===== src/hdl/ecpb_pkg.sv =====
// Shared types and constants for the exact color palette builder.
// No dependencies; imported by every module of the block.
`default_nettype none

package ecpb_pkg;

    localparam int COLOR_W    = 24;
    localparam int CHAN_W     = 8;
    localparam int THR_W      = 9;
    localparam int CFG_DATA_W = 9;
    localparam int INDEX_W    = 8;

    localparam int CAP_SMALL = 16;
    localparam int CAP_LARGE = 256;

    localparam logic [THR_W-1:0] THRESHOLD_RESET = 9'd128;
    localparam logic             MODE_RESET      = 1'b1;

    localparam logic CFG_ALPHA_THRESHOLD = 1'b0;
    localparam logic CFG_PALETTE_MODE    = 1'b1;

    typedef struct packed {
        logic [COLOR_W-1:0] rgb;
        logic               image_start;
        logic               alpha_mask;
    } pix_item_t;

endpackage

`default_nettype wire


===== src/hdl/ecpb_front.sv =====
// Input stage: registers one pixel beat, packs RGB and computes the alpha mask.
// Depends on ecpb_pkg; feeds ecpb_queue.
`default_nettype none

module ecpb_front
    import ecpb_pkg::*;
(
    input  wire logic              clk,
    input  wire logic              rst_n,
    input  wire logic              in_valid,
    output logic                   in_stall,
    input  wire logic [CHAN_W-1:0] red,
    input  wire logic [CHAN_W-1:0] green,
    input  wire logic [CHAN_W-1:0] blue,
    input  wire logic [CHAN_W-1:0] alpha,
    input  wire logic              image_start,
    input  wire logic [THR_W-1:0]  alpha_threshold,
    output logic                   push,
    output pix_item_t              push_item,
    input  wire logic              q_full
);

    logic      valid_reg;
    logic      valid_next;
    pix_item_t item_reg;
    logic      accept;

    assign push      = valid_reg & ~q_full;
    assign in_stall  = valid_reg & q_full;
    assign accept    = in_valid & ~in_stall;
    assign push_item = item_reg;
    assign valid_next = accept | (valid_reg & ~push);

    always_ff @(posedge clk or negedge rst_n)
    begin
        if (!rst_n)
        begin
            valid_reg <= 1'b0;
        end
        else
        begin
            valid_reg <= valid_next;
        end
    end

    always_ff @(posedge clk)
    begin
        if (accept)
        begin
            item_reg.rgb         <= {red, green, blue};
            item_reg.image_start <= image_start;
            item_reg.alpha_mask  <= ({1'b0, alpha} < alpha_threshold);
        end
    end

endmodule

`default_nettype wire


===== config.mk =====
export PLATFORM = sky130hd
export DESIGN_NAME = ecpb_front
export DESIGN_NICKNAME = d
export VERILOG_FILES = /design/src/hdl/ecpb_pkg.sv /design/src/hdl/ecpb_front.sv
export SDC_FILE = /design/constraint.sdc
export NUM_CORES = 1
export LEC_CHECK = 0
export BUFFER_PORTS_ARGS = -buffer_cell sky130_fd_sc_hd__buf_4
export CORE_MARGIN = 1.5
export CORE_UTILIZATION = 39
export DETAILED_ROUTE_END_ITERATION = 16
export GPL_TIMING_DRIVEN = 0
export PLACE_DENSITY_LB_ADDON = 0.12
export REMOVE_ABC_BUFFERS = 1
export SLEW_MARGIN = 20
export SYNTH_ARGS = -nofsm -noshare
export SYNTH_HDL_FRONTEND = slang
export SYNTH_SLANG_ARGS = --single-unit

===== constraint.sdc =====
create_clock -name clk -period 2.8 [get_ports clk]
set_clock_uncertainty 0.05 [all_clocks]
set_input_delay 0.84 -clock clk [delete_from_list [all_inputs] [get_ports clk]]
set_output_delay 0.84 -clock clk [all_outputs]
set_load 0.01 [all_outputs]

# Yosys cells after proc, flatten, opt, wreduce, memory -nomap -nowiden
# Index checks and enable logic that the tools add are counted.
[word_totals] register_bits=27 input_bits=46 output_inout_bits=28 wordCells=13
[classes] magnitude_cmp=1 n_bitwise=8
[ops] cell="$lt 8x9->1" count=1
[ops] cell="$and 1x1->1" count=4
[ops] cell="$not 1->1" count=3
[ops] cell="$or 1x1->1" count=1

# Depth between registers and ports, before layout
[logic_depth] ltp_word=5 ltp_mapped=5 ltp_nobuf=5

# Least setup slack after synthesis
# OpenSTA, ideal clock, no wires.
[synth_timing] kind="input port to flip-flop" start="input q_full" end="register item_reg (netlist bit push_item[0]) (enable)" setup_ns=0.412 t_arrival_ns=2.236 required_ns=2.338 setup_slack_ns=0.102 path_stages=2 n_path_buf=0 path_cell_list="and2_1 > nor2b_1"
[synth_between] elab_chain_len=3
[synth_lines] item="start, declared" line_no="ecpb_front.sv:20" source="input wire logic q_full"
[synth_lines] item="$and 1x1->1" line_no="ecpb_front.sv:29" source="assign in_stall = valid_reg & q_full;"
[synth_lines] item="$not 1->1" line_no="ecpb_front.sv:30" source="assign accept = in_valid & ~in_stall;"
[synth_lines] item="$and 1x1->1" line_no="ecpb_front.sv:30"
[synth_lines] item="via accept" line_no="ecpb_front.sv:26" source="logic accept;"
[synth_lines] item="end, declared" line_no="ecpb_front.sv:25" source="pix_item_t item_reg;"
# The timed path passes the listed nets, and every way through them passes these cells.
# A chain may end at the register's enable or synchronous reset.

# Final worst setup path
[layout_timing] start="input q_full" end="output in_stall"
[layout_between] elab_chain_len=1
[layout_lines] item="$and 1x1->1" line_no="ecpb_front.sv:29"
[layout_lines] item="end, declared" line_no="ecpb_front.sv:11" source="output logic in_stall,"
# Every way passes these cells.

==> impl_results.md <==
- DIE WIDTH: around 54 µm
- Grt ovf: 0
- Clock root cell: clkbuf_4
- DP HPWL: 1.654 mm
- Final number of hold-violating endpoints: 0
- Clock latency at the later pin of the worst-skew pair: 0.30 ns
- Initial antenna violation count: 0
- Commonest cells after routing, fill and taps aside: 73 x buf_4, 26 x edfxtp_1, 8 x inv_1
- Post-synthesis cell count: 57
- Sequential group share of total power: a little over 60%
- Mapped cell area: 1032 µm²
- Count of different cell masters after synthesis: 16
- Routing usage on met1: 15.69%
- Fraction of power consumed by the clock network: 20.3%
- Floorplan core area: ~2500 µm²
- Synth Area per Inst: about 18 µm²
- Num Clock Sinks: 27
- Critical Path AT: approximately 1.3 ns
- Number of I/O port buffers: 73
- Final-layout worst hold slack: 0.2282 ns
- Fraction of final layout cells sized beyond drive strength 1: 59.70%
- TritonCTS Buffers: 3
- Parity-gate share of the synthesized area counting xor and xnor cells: 0%
- Category of the worst setup path capture point: primary output
- Worst r2r path cells: 2
- Via density per instance: between 4 and 5
- Pin count of the biggest net entering global routing: 27
- Leakage Power: between 0.7 and 0.8 nW
- Final wirelength: just under 2 mm
- Logic gate share of total power: between 15 and 20%
- DRC: 0
- Htree depth: 1
- Complex-gate fraction of the synthesized area: under 10%
- Die extent in y: roughly 54 µm
- Starting density of the core: 41.29%
- Total negative slack: 0 ns
- Share of the yosys chip area belonging to registers: 78.06%
- Combinational family with the most area after synthesis: adder cells
- Via count of the first global-routing pass: 626
- Switching power as a share of total power: 20.53%
- Resize count post-CTS: 0
- Final weighted congestion of routability-driven global placement: 0.6028
- Cell row count: 18
- Remaining max-slew budget at the tightest pin: 54.26%
- Worst reg-to-reg setup slack: 1.24 ns
- Post-synthesis share of cell area spent on and, or, nand and nor gates: 4.606%
- Setup CP Type: input port to primary output
- Maximum clock insertion buffer count: 2
- Worst slack at placement: 0.5966 ns
- Transition at the pin with the smallest max-transition slack: 0.6847 ns
- Maximum achievable frequency: 454.9 MHz
- Number of placed I/O pins: 74
- Setup Viol. Count Final: 0
- Startpoint types: input port
- Peak supply drop: 378.1 µV
- Reg clk slew, reported paths: roughly 0.13 ns
- Design internal power: a little over 0.0006 W
- Switching component of the power: 0.0001564 W
- Hold-fix buffers at CTS: 0
- Most frequent standard cell in the layout excluding fill and tap cells: buf_4
- DR pass1 iterations: 1
- WL per Instance: 12.10 µm
- Reg-to-Reg End: push_item[21]
- Global-route wire length before repair: ~2.8 mm
- Adder and majority cell fraction of the synthesized area: 8.485%
- Post-route antenna net violation count: 0
- Met3 GRT Util: 4.098%
- Layout Area Growth over Synthesis: 60.00%
- Antenna Cells: 0
- First-iteration detailed-routing DRC count: 0
- Worst Setup Slack, final: 0.6017 ns
- Total via count after detailed routing: 734
- Data required, critical path: around 1.9 ns
- # Max-Cap Violations: 0
- Setup bufs post-CTS: 0
- Unrepaired setup endpoints after global routing: no
- Type of the most critical hold path: input port to async pin
- GR peak layer: met2
- Largest register FFs: 26
- Run status: complete, no violations
- Flop and latch count out of synthesis: 27
- Time the worst path needs with I/O delays and setup: 2.198 ns
- TritonCTS clock tree: yes
- Count of pins over their slew limit: 0
- Worst R2R Start: valid_reg
- Mux contribution to synthesized area: 0%
- GR Util All Layers: between 10 and 15%
- Largest fanout of any net on the critical path: 3
- Ratio of final minimum period to clock period: around four fifths
- Power per cell area: 461.4 nW/µm²
- Met2 usage: about a quarter
- Floorplan die area: 2964 µm²
- YS warnings: 0
- Total Nets Final: 188
- Final total power: 0.0007620 W
==> cell usage after synthesis <==
master | n | area share [%]
nand2_1 | 2 | 0.73
edfxtp_1 | 26 | 76
o21ai_0 | 1 | 0.48
nor2b_1 | 3 | 1.8
and2_1 | 1 | 0.61
or2_1 | 1 | 0.61
a21oi_2 | 1 | 0.85
dfrtp_1 | 1 | 2.4
a2bb2oi_2 | 1 | 1.5
a21o_1 | 1 | 0.73
inv_1 | 8 | 2.9
nand4b_1 | 1 | 0.85
a21oi_1 | 1 | 0.48
o211ai_1 | 1 | 0.73
a211oi_2 | 1 | 1.2
ha_1 | 7 | 8.5
==> through the flow <==
stage	cells	area, µm²	util, %
after floorplan	57	1032	-
after global placement	160	1618	64.71
after detailed placement	160	1625	65.02
after CTS	164	1652	66.07
after global routing	164	1652	66.07
final	164	1652	66.07
==> cell type report <==
cell class / count / area, µm²
Inverter: 8 / 30.03
Tap cell: 30 / 37.54
Clock buffer: 4 / 26.28
Multi-Input combinational cell: 22 / 203.9
Sequential cell: 27 / 805.8
Fill cell: 207 / 848.3
Timing Repair Buffer: 73 / 548.0
==> worst max path at each step <==
stage,startpoint,end,slack (ns)
after floorplan,q_full,push_item[0],0.10
after global placement,q_full,push_item[6],-0.34
after detailed placement,q_full,in_stall,0.60
after CTS,q_full,in_stall,0.60
after global routing,q_full,in_stall,0.58
final,q_full,in_stall,0.60
==> critical path, cell delays in order <==
cell,delay (ns)
buf_4,0.11
and2_1,0.20
buf_4,0.16
==> kinds of logic after synthesis <==
logic type,Yosys count
AOI/OAI and AO/OA,7
DFF,27
and+or+nand+nor,8
adders and majority gates,7
buffers and inverters,8
==> metal layers <==
metal  up-vias  share of wire [%]
li1        366                  -
met1       330                 35
met2        38                 56
met3         0                8.6
met4         0                  0
met5         -                  0
==> power by group through the flow <==
stage / sequential [W] / combinational [W] / clock [W]
6_report: 0.000475 / 0.000132 / 0.000155
5_1_grt: 0.000477 / 0.000145 / 0.000178
4_1_cts: 0.000475 / 0.000135 / 0.000163
3_5_place_dp: 0.000485 / 0.000135 / 0
3_3_place_gp: 0.000485 / 0.000128 / 0
2_1_floorplan: 0.000496 / 0.0000332 / 0
Note: power is estimated with default switching activity, not from simulation.
