==> src/hdl/ecpb_pkg.sv <==
// Shared types and constants for the exact color palette builder.
// No dependencies; imported by every module of the block.
`default_nettype none

package ecpb_pkg;

    localparam int COLOR_W    = 24;
    localparam int CHAN_W     = 8;
    localparam int THR_W      = 9;
    localparam int CFG_DATA_W = 9;
    localparam int INDEX_W    = 8;

    localparam int CAP_SMALL = 16;
    localparam int CAP_LARGE = 256;

    localparam logic [THR_W-1:0] THRESHOLD_RESET = 9'd128;
    localparam logic             MODE_RESET      = 1'b1;

    localparam logic CFG_ALPHA_THRESHOLD = 1'b0;
    localparam logic CFG_PALETTE_MODE    = 1'b1;

    typedef struct packed {
        logic [COLOR_W-1:0] rgb;
        logic               image_start;
        logic               alpha_mask;
    } pix_item_t;

endpackage

`default_nettype wire

==> src/hdl/ecpb_queue.sv <==
// Two-entry queue of classified pixels between the front and the search engine.
// Depends on ecpb_pkg.
`default_nettype none

module ecpb_queue
    import ecpb_pkg::*;
(
    input  wire logic      clk,
    input  wire logic      rst_n,
    input  wire logic      push,
    input  pix_item_t      push_item,
    output logic           q_full,
    input  wire logic      pop,
    output pix_item_t      pop_item,
    output logic           q_empty
);

    pix_item_t  slot_reg [2];
    logic       wr_ptr_reg;
    logic       rd_ptr_reg;
    logic [1:0] fill_reg;
    logic [1:0] fill_next;

    assign q_full   = (fill_reg == 2'd2);
    assign q_empty  = (fill_reg == 2'd0);
    assign pop_item = slot_reg[rd_ptr_reg];

    always_comb
    begin
        fill_next = fill_reg;
        if (push && !pop)
        begin
            fill_next = fill_reg + 2'd1;
        end
        else if (pop && !push)
        begin
            fill_next = fill_reg - 2'd1;
        end
    end

    always_ff @(posedge clk or negedge rst_n)
    begin
        if (!rst_n)
        begin
            wr_ptr_reg <= 1'b0;
            rd_ptr_reg <= 1'b0;
            fill_reg   <= 2'd0;
        end
        else
        begin
            fill_reg <= fill_next;
            if (push)
            begin
                wr_ptr_reg <= ~wr_ptr_reg;
            end
            if (pop)
            begin
                rd_ptr_reg <= ~rd_ptr_reg;
            end
        end
    end

    always_ff @(posedge clk)
    begin
        if (push)
        begin
            slot_reg[wr_ptr_reg] <= push_item;
        end
    end

endmodule

`default_nettype wire

==> config.mk <==
export PLATFORM = sky130hd
export DESIGN_NAME = ecpb_queue
export DESIGN_NICKNAME = d
export VERILOG_FILES = /design/src/hdl/ecpb_pkg.sv /design/src/hdl/ecpb_queue.sv
export SDC_FILE = /design/constraint.sdc
export NUM_CORES = 1
export LEC_CHECK = 0
export ABC_AREA = 0
export BUFFER_PORTS_ARGS = -buffer_cell sky130_fd_sc_hd__buf_2
export CORE_MARGIN = 3
export CORE_UTILIZATION = 28
export DETAILED_ROUTE_END_ITERATION = 8
export PLACE_DENSITY = 0.59
export SLEW_MARGIN = 20
export SYNTH_ARGS = -nofsm -noshare
export SYNTH_HDL_FRONTEND = slang
export SYNTH_SLANG_ARGS = --single-unit
==> constraint.sdc <==
create_clock -name clk -period 4.6 [get_ports clk]
set_input_delay 0.46 -clock clk [delete_from_list [all_inputs] [get_ports clk]]
set_output_delay 0.46 -clock clk [all_outputs]
set_load 0.05 [all_outputs]
# Yosys cells after proc, flatten, opt, wreduce, memory -nomap -nowiden
# Memories as Yosys holds them, arrays and structs flattened.
# Cells that the tools add are included.
dict set report word_totals {
  ff_bits 4
  ram_bits 52
  inputBits 30
  wordCells 19
  mem_count 1
}
# memory depth word_bits read_ports rd_ports_with_merged_regs wr line_no
set memory_table {}
lappend memory_table {slot_reg 2 26 1 0 1 ecpb_queue.sv:18} ;# pix_item_t slot_reg [2];
dict set report classes {
  addsub 2
  n_eq_ne 1
  muxes 4
  n_bitwise 2
  reduce_logical 6
}
# operator count
set ops {}
lappend ops {{2-bit 2-to-1 mux} 2}
lappend ops {{2-bit by 1-bit adder with 2-bit output, second input constant} 1}
lappend ops {{2-bit == test, second input constant} 1}
lappend ops {{1-bit logical AND} 2}
lappend ops {{1-bit logical NOT} 2}
lappend ops {{2-bit logical NOT} 1}
lappend ops {{1-bit 2-to-1 mux} 2}
lappend ops {{1-bit inverter} 2}
lappend ops {{2-bit nonzero test} 1}
lappend ops {{2-bit by 1-bit subtractor with 2-bit output, second input constant} 1}

# Depth between registers and ports, before layout
# Gate-level depths: netlist of run 1.
dict set report depth {
  word_depth 4
  mapped_depth 5
  depth_no_buf 5
}

# Worst setup path after synthesis of run 1
# No wires, ideal clock.
dict set report synth_timing {
  kind {in2reg}
  startpoint {input port push}
  endpoint {memory slot_reg[0][0] (netlist bit) (enable)}
  setup_time_ns 0.412
  t_arrival_ns 1.651
  required_ns 4.188
  setup_slack_ns 2.537
  cell_stages 1
  n_path_buf 0
  path_cell_list {nor2b_1}
}
dict set report synth_between {
  elab_chain_cells 2
}
# element line_no
set synth_rtl {}
lappend synth_rtl {{start: declaration} ecpb_queue.sv:10} ;# input wire logic push,
lappend synth_rtl {{1-bit 2-to-1 mux} ecpb_queue.sv:65} ;# if (push)
lappend synth_rtl {{1-bit 2-to-1 mux (not written as such)} ecpb_queue.sv:67} ;# slot_reg[wr_ptr_reg] <= push_item;
lappend synth_rtl {{end: declaration} ecpb_queue.sv:18}
# Every way passes these cells.

==> results of run 1 <==
[synth_stat cells]
cell type  number
mux2_4         19
edfxtp_1       52
ha_1            1
and2_1          1
dfrtp_1         4
nor2_1          2
xnor2_1         1
xor2_1          4
buf_12          2
mux2_2          7
nor2b_1         2
inv_1           1
buf_6           1
[where the power goes]
part           switching (mW)  internal [mW]
Sequential             0.0634          0.679
Clock                   0.146          0.162
Combinational           0.533          0.255
[timing repair]
item,CTS,global route
endpoints found under the hold margin,4,0
hold buffers,1,0
buffers inserted,0,0
[logic make-up (layout without fill, tap and decap cells)]
| family | Yosys count | in the layout |
|---|---|---|
| xor+xnor | 5 | 5 |
| mux | 26 | 26 |
| simple gates | 5 | 5 |
| flops | 56 | 56 |
| buf+inv | 4 | 70 |
| fa+ha+maj | 1 | 1 |
[per-stage QoR]
| stage | hold WS [ps] | std cells | instance area, um^2 |
|---|---|---|---|
| final | 343 | 262 | 2660 |
| after global routing | 323 | 262 | 2660 |
| after CTS | 334 | 262 | 2660 |
| after detailed placement | 272 | 253 | 2550 |
| after global placement | 272 | 253 | 2550 |
| after floorplan | 164 | 97 | 2160 |
[path summary, 6_finish.rpt]
| path | endpoint | cells past startpoint |
|---|---|---|
| max | pop_item[16] | 3 |
| min | slot_reg[1][13] | 1 |
| max reg2reg | slot_reg[1][2] | 2 |
| min reg2reg | fill_reg[1] | 1 |
| max in group asynchronous | fill_reg[1] | 2 |
| min in group asynchronous | fill_reg[0] | 2 |
[routing by layer]
metal	GRT usage	routed length, um
met5	0	0
met4	0.0253	38
met3	0.0329	259
met2	0.136	1730
met1	0.0979	1440
[area by class of cell]
class | instances | share of cell area
Inverter | 1 | 0.00141
Tap cell | 99 | 0.0465
Timing Repair Buffer | 61 | 0.119
Clock inverter | 2 | 0.0132
Clock buffer | 6 | 0.0272
Multi-Input combinational cell | 37 | 0.169
Sequential cell | 56 | 0.624
==> run summary, run 1 <==
status: complete, no violations
Fmax: 0.396 GHz
Worst slew margin: 0.514
Setup WS pre-CTS: 2350 ps
Largest register FFs: 52
ant diodes: 0
main area contributors after synthesis: edfxtp_1 72%, mux2_4 13%, dfrtp_1 4.6%, mux2_2 3.6%, buf_12 1.9%
clock tree sinks: 56
IO buf count: 57
worst r2r src: wr_ptr_reg
starting density of the core: 0.294
initial antenna violation count: 0
# setup viols final: 0
gr ovfl total: 0
Worst Skew: 3.79 ps
Hold Crit Class: in2reg
CP peak stage delay: 820 ps
Final Critical Period: 2520 ps
total power: 1.84 mW
die height: 93.9 um
Slew @ Worst Pin: 729 ps
Worst setup SP type: flip-flop
global-route wire length before repair: 5.37 mm
per-cell routed wire length: 13.3 um
GR Util All Layers: 0.0822
Vias: 1,039
vias per inst: 3.97
Netlist Area Pre-Place: 2160 um^2
post-synthesis cell count: 97
Final Util: 0.361
Final Max Slew Viols: 0
WS Path Type: reg2out
root buf cell: clkbuf_8
adder-cell share of the synthesized area: 0.00578
Max Fanout on Critical Path: 15
Synth top area share: 0.722
unique cell type count in the Yosys netlist: 13
Final Hold Violating Endpoints: 0
Syn Area/Cell: 22.3 um^2
hold path start: push_item[13]
DRT Pass-1 Iters: 2
Clock transition at path regs: 90 ps
Die W: 93.9 um
CTS tree: built
Filler cells: 713
Setup crit start: rd_ptr_reg
Peak VDD IR: 0.000375 V
setup_tns: 0 ps
Core ar.: 7370 um^2
I/O pin cnt: 58
crit path capture type: output pin
crit-path cells: buf_4, mux2_4, buf_2
Ys Warns: 0
RSZ-0062 raised after global routing: false
vias in the first global route: 1,067
Lkg Pwr: 1.06 nW
critical path arrival: 2060 ps
post-route setup slack: 2080 ps
largest area contributor in the netlist: edfxtp_1
CP Data Required Time: 4140 ps
Net Count, Synth: 128
commonest non-fill, non-tap cell in the layout: buf_2
RePlAce Congestion: 0.619
largest family of logic cells by synthesized area: multiplexers
r2r setup slk: 3400 ps
Area growth syn-to-layout: 23.1%
largest delay contributor family on the critical path: flip-flops
Max Cap Viol: 0
drt drc: 0
Worst path slowest cell: dfrtp_1
fin crit share: 0.549
Die ar.: 8820 um^2
share of cells above drive strength 1: 0.577
#FFs+latches synth: 56
xor/xnor cell area share of the yosys netlist: 0.0202
worst path bufs/invs: 2
sequential-to-total area share from yosys stat: 0.768
pwr dens: 690 nW/um^2
post-synthesis simple-gate area fraction: 0.0121
Site Rows: 31
DRT antenna net count: 0
compound-gate portion of the synthesized area: 0
Max Buffers Root-to-Sink: 2
DRT iter0 DRCs: 9
H-tree depth: 2
register area: 1660 um^2
final WL: 3.48 mm
nets: 193
area taken by multi-input logic gates: 449 um^2
Post-DP HPWL: 2.41 mm
post-CTS resize count: 0
most frequent cells in the layout: 57 x buf_2, 52 x edfxtp_1, 19 x mux2_4
Num CTS Buffers: 5
worst skew pair latency: 300 ps
largest net degree at the start of global routing: 27
mux share of post-synthesis cell area: 0.168
Power figures use the tool's default switching activity.
==> run 2: changes to the inputs <==
==> constraint.sdc (replaced) <==
create_clock -name clk -period 2.6 [get_ports clk]
set_input_delay 0.26 -clock clk [delete_from_list [all_inputs] [get_ports clk]]
set_output_delay 0.26 -clock clk [all_outputs]
set_load 0.05 [all_outputs]
==> run 2 against run 1 <==
Compared with the run above:
- total power up 72%
- cell area down 0.52%
- sequential share of layout area up 0.32 points
- worst setup slack worse by 1400 ps
- final cell count down 0.38%
- critical path depth unchanged
- die area unchanged
- global-route usage up 0.20 points
- clock power up 43%
- combinational power up 85%
- clock skew up 0.74 ps
- flip-flop and latch count unchanged
==> run summary, run 2 (same netlist as run 1, synthesis figures left out) <==
CTS tree: built
worst skew pair latency: 300 ps
Worst slew margin: 0.544
Post-DP HPWL: 2.35 mm
CP Data Required Time: 2340 ps
Vias: 1,039
Post-CTS Setup Bufs: 0
DRT Pass-1 Iters: 3
RSZ-0062 raised after global routing: false
total power: 3.16 mW
critical path arrival: 1700 ps
WS Path Type: reg2out
Max Cap Viol: 0
fin crit share: 0.754
drt drc: 0
global-route wire length before repair: 5.54 mm
H-tree depth: 2
most frequent cells in the layout: 57 x buf_2, 52 x edfxtp_1, 19 x mux2_4
RePlAce Congestion: 0.611
r2r setup slk: 1090 ps
Inst Count DP: 253
WL met2: 1.74 mm
final WL: 3.52 mm
# setup viols final: 0
crit path capture type: output pin
DRT iter0 DRCs: 23
Setup WS pre-CTS: 951 ps
Fmax: 0.510 GHz
clock tree sinks: 56
Hold Slack: 144 ps
nets: 193
Worst setup SP type: flip-flop
Hold Crit Class: in2reg
initial antenna violation count: 0
Slew @ Worst Pin: 684 ps
post-CTS resize count: 0
IO buf count: 57
pwr dens: 1190 nW/um^2
vias in the first global route: 1,146
gr ovfl total: 0
Peak VDD IR: 0.000491 V
post-route setup slack: 641 ps
setup_tns: 0 ps
share of cells above drive strength 1: 0.580
Num CTS Buffers: 5
die height: 93.9 um
Post-DP Area: 2560 um^2
Metal-1 WL: 1.46 mm
met3 routed WL: 257 um
Worst Skew: 4.53 ps
vias per inst: 3.98
Area growth syn-to-layout: 22.5%
per-cell routed wire length: 13.5 um
starting density of the core: 0.294
Core ar.: 7370 um^2
Final Critical Period: 1960 ps
Finished Cell Area: 2650 um^2
DRT antenna net count: 0
Final Max Slew Viols: 0
Site Rows: 31
commonest non-fill, non-tap cell in the layout: buf_2
Largest register FFs: 52
Max Fanout on Critical Path: 26
GR Util All Layers: 0.0842
ant diodes: 0
largest net degree at the start of global routing: 27
Die W: 93.9 um
Clock transition at path regs: 90 ps
highest metal used: met4
# hold bufs at CTS: 1
Max Buffers Root-to-Sink: 2
status: complete, no violations
final cell count without fillers: 261
Final Util: 0.360
I/O pin cnt: 58
root buf cell: clkbuf_8
Die ar.: 8820 um^2
Lkg Pwr: 1.05 nW
Final Hold Violating Endpoints: 0
[run 2: power breakdown]
| group | total (mW) | internal [mW] | leakage [nW] | switching [mW] |
|---|---|---|---|---|
| logic | 1.46 | 0.462 | 0.478 | 0.997 |
| registers | 1.27 | 1.20 | 0.535 | 0.0637 |
| clock network | 0.438 | 0.183 | 0.0400 | 0.255 |
[run 2: cell type report]
class | count | area (um^2)
fill | 723 | 4720
timing repair buffer | 61 | 330
sequential | 56 | 1660
clock inverter | 2 | 12.5
clock buffer | 5 | 68.8
tap | 99 | 124
multi-input combinational | 37 | 449
inverter | 1 | 3.75
[run 2: metal layers]
metal | vias up | track usage
met5 | - | 0
li1 | 496 | -
met4 | 0 | 0.0325
met1 | 501 | 0.0989
met3 | 6 | 0.0321
met2 | 36 | 0.139
[run 2: worst max-delay path, stage by stage, from the launching register on]
cell	delay [ps]
dfrtp_1	380
buf_4	420
mux2_2	390
buf_2	210
[run 2: path summary, 6_finish.rpt]
path | start | end | cells past startpoint
max | rd_ptr_reg | pop_item[23] | 3
min in group asynchronous | rst_n | wr_ptr_reg | 2
min | push_item[25] | slot_reg[1][25] | 1
max reg2reg | wr_ptr_reg | slot_reg[1][15] | 2
min reg2reg | rd_ptr_reg | rd_ptr_reg | 1
max in group asynchronous | rst_n | fill_reg[1] | 2
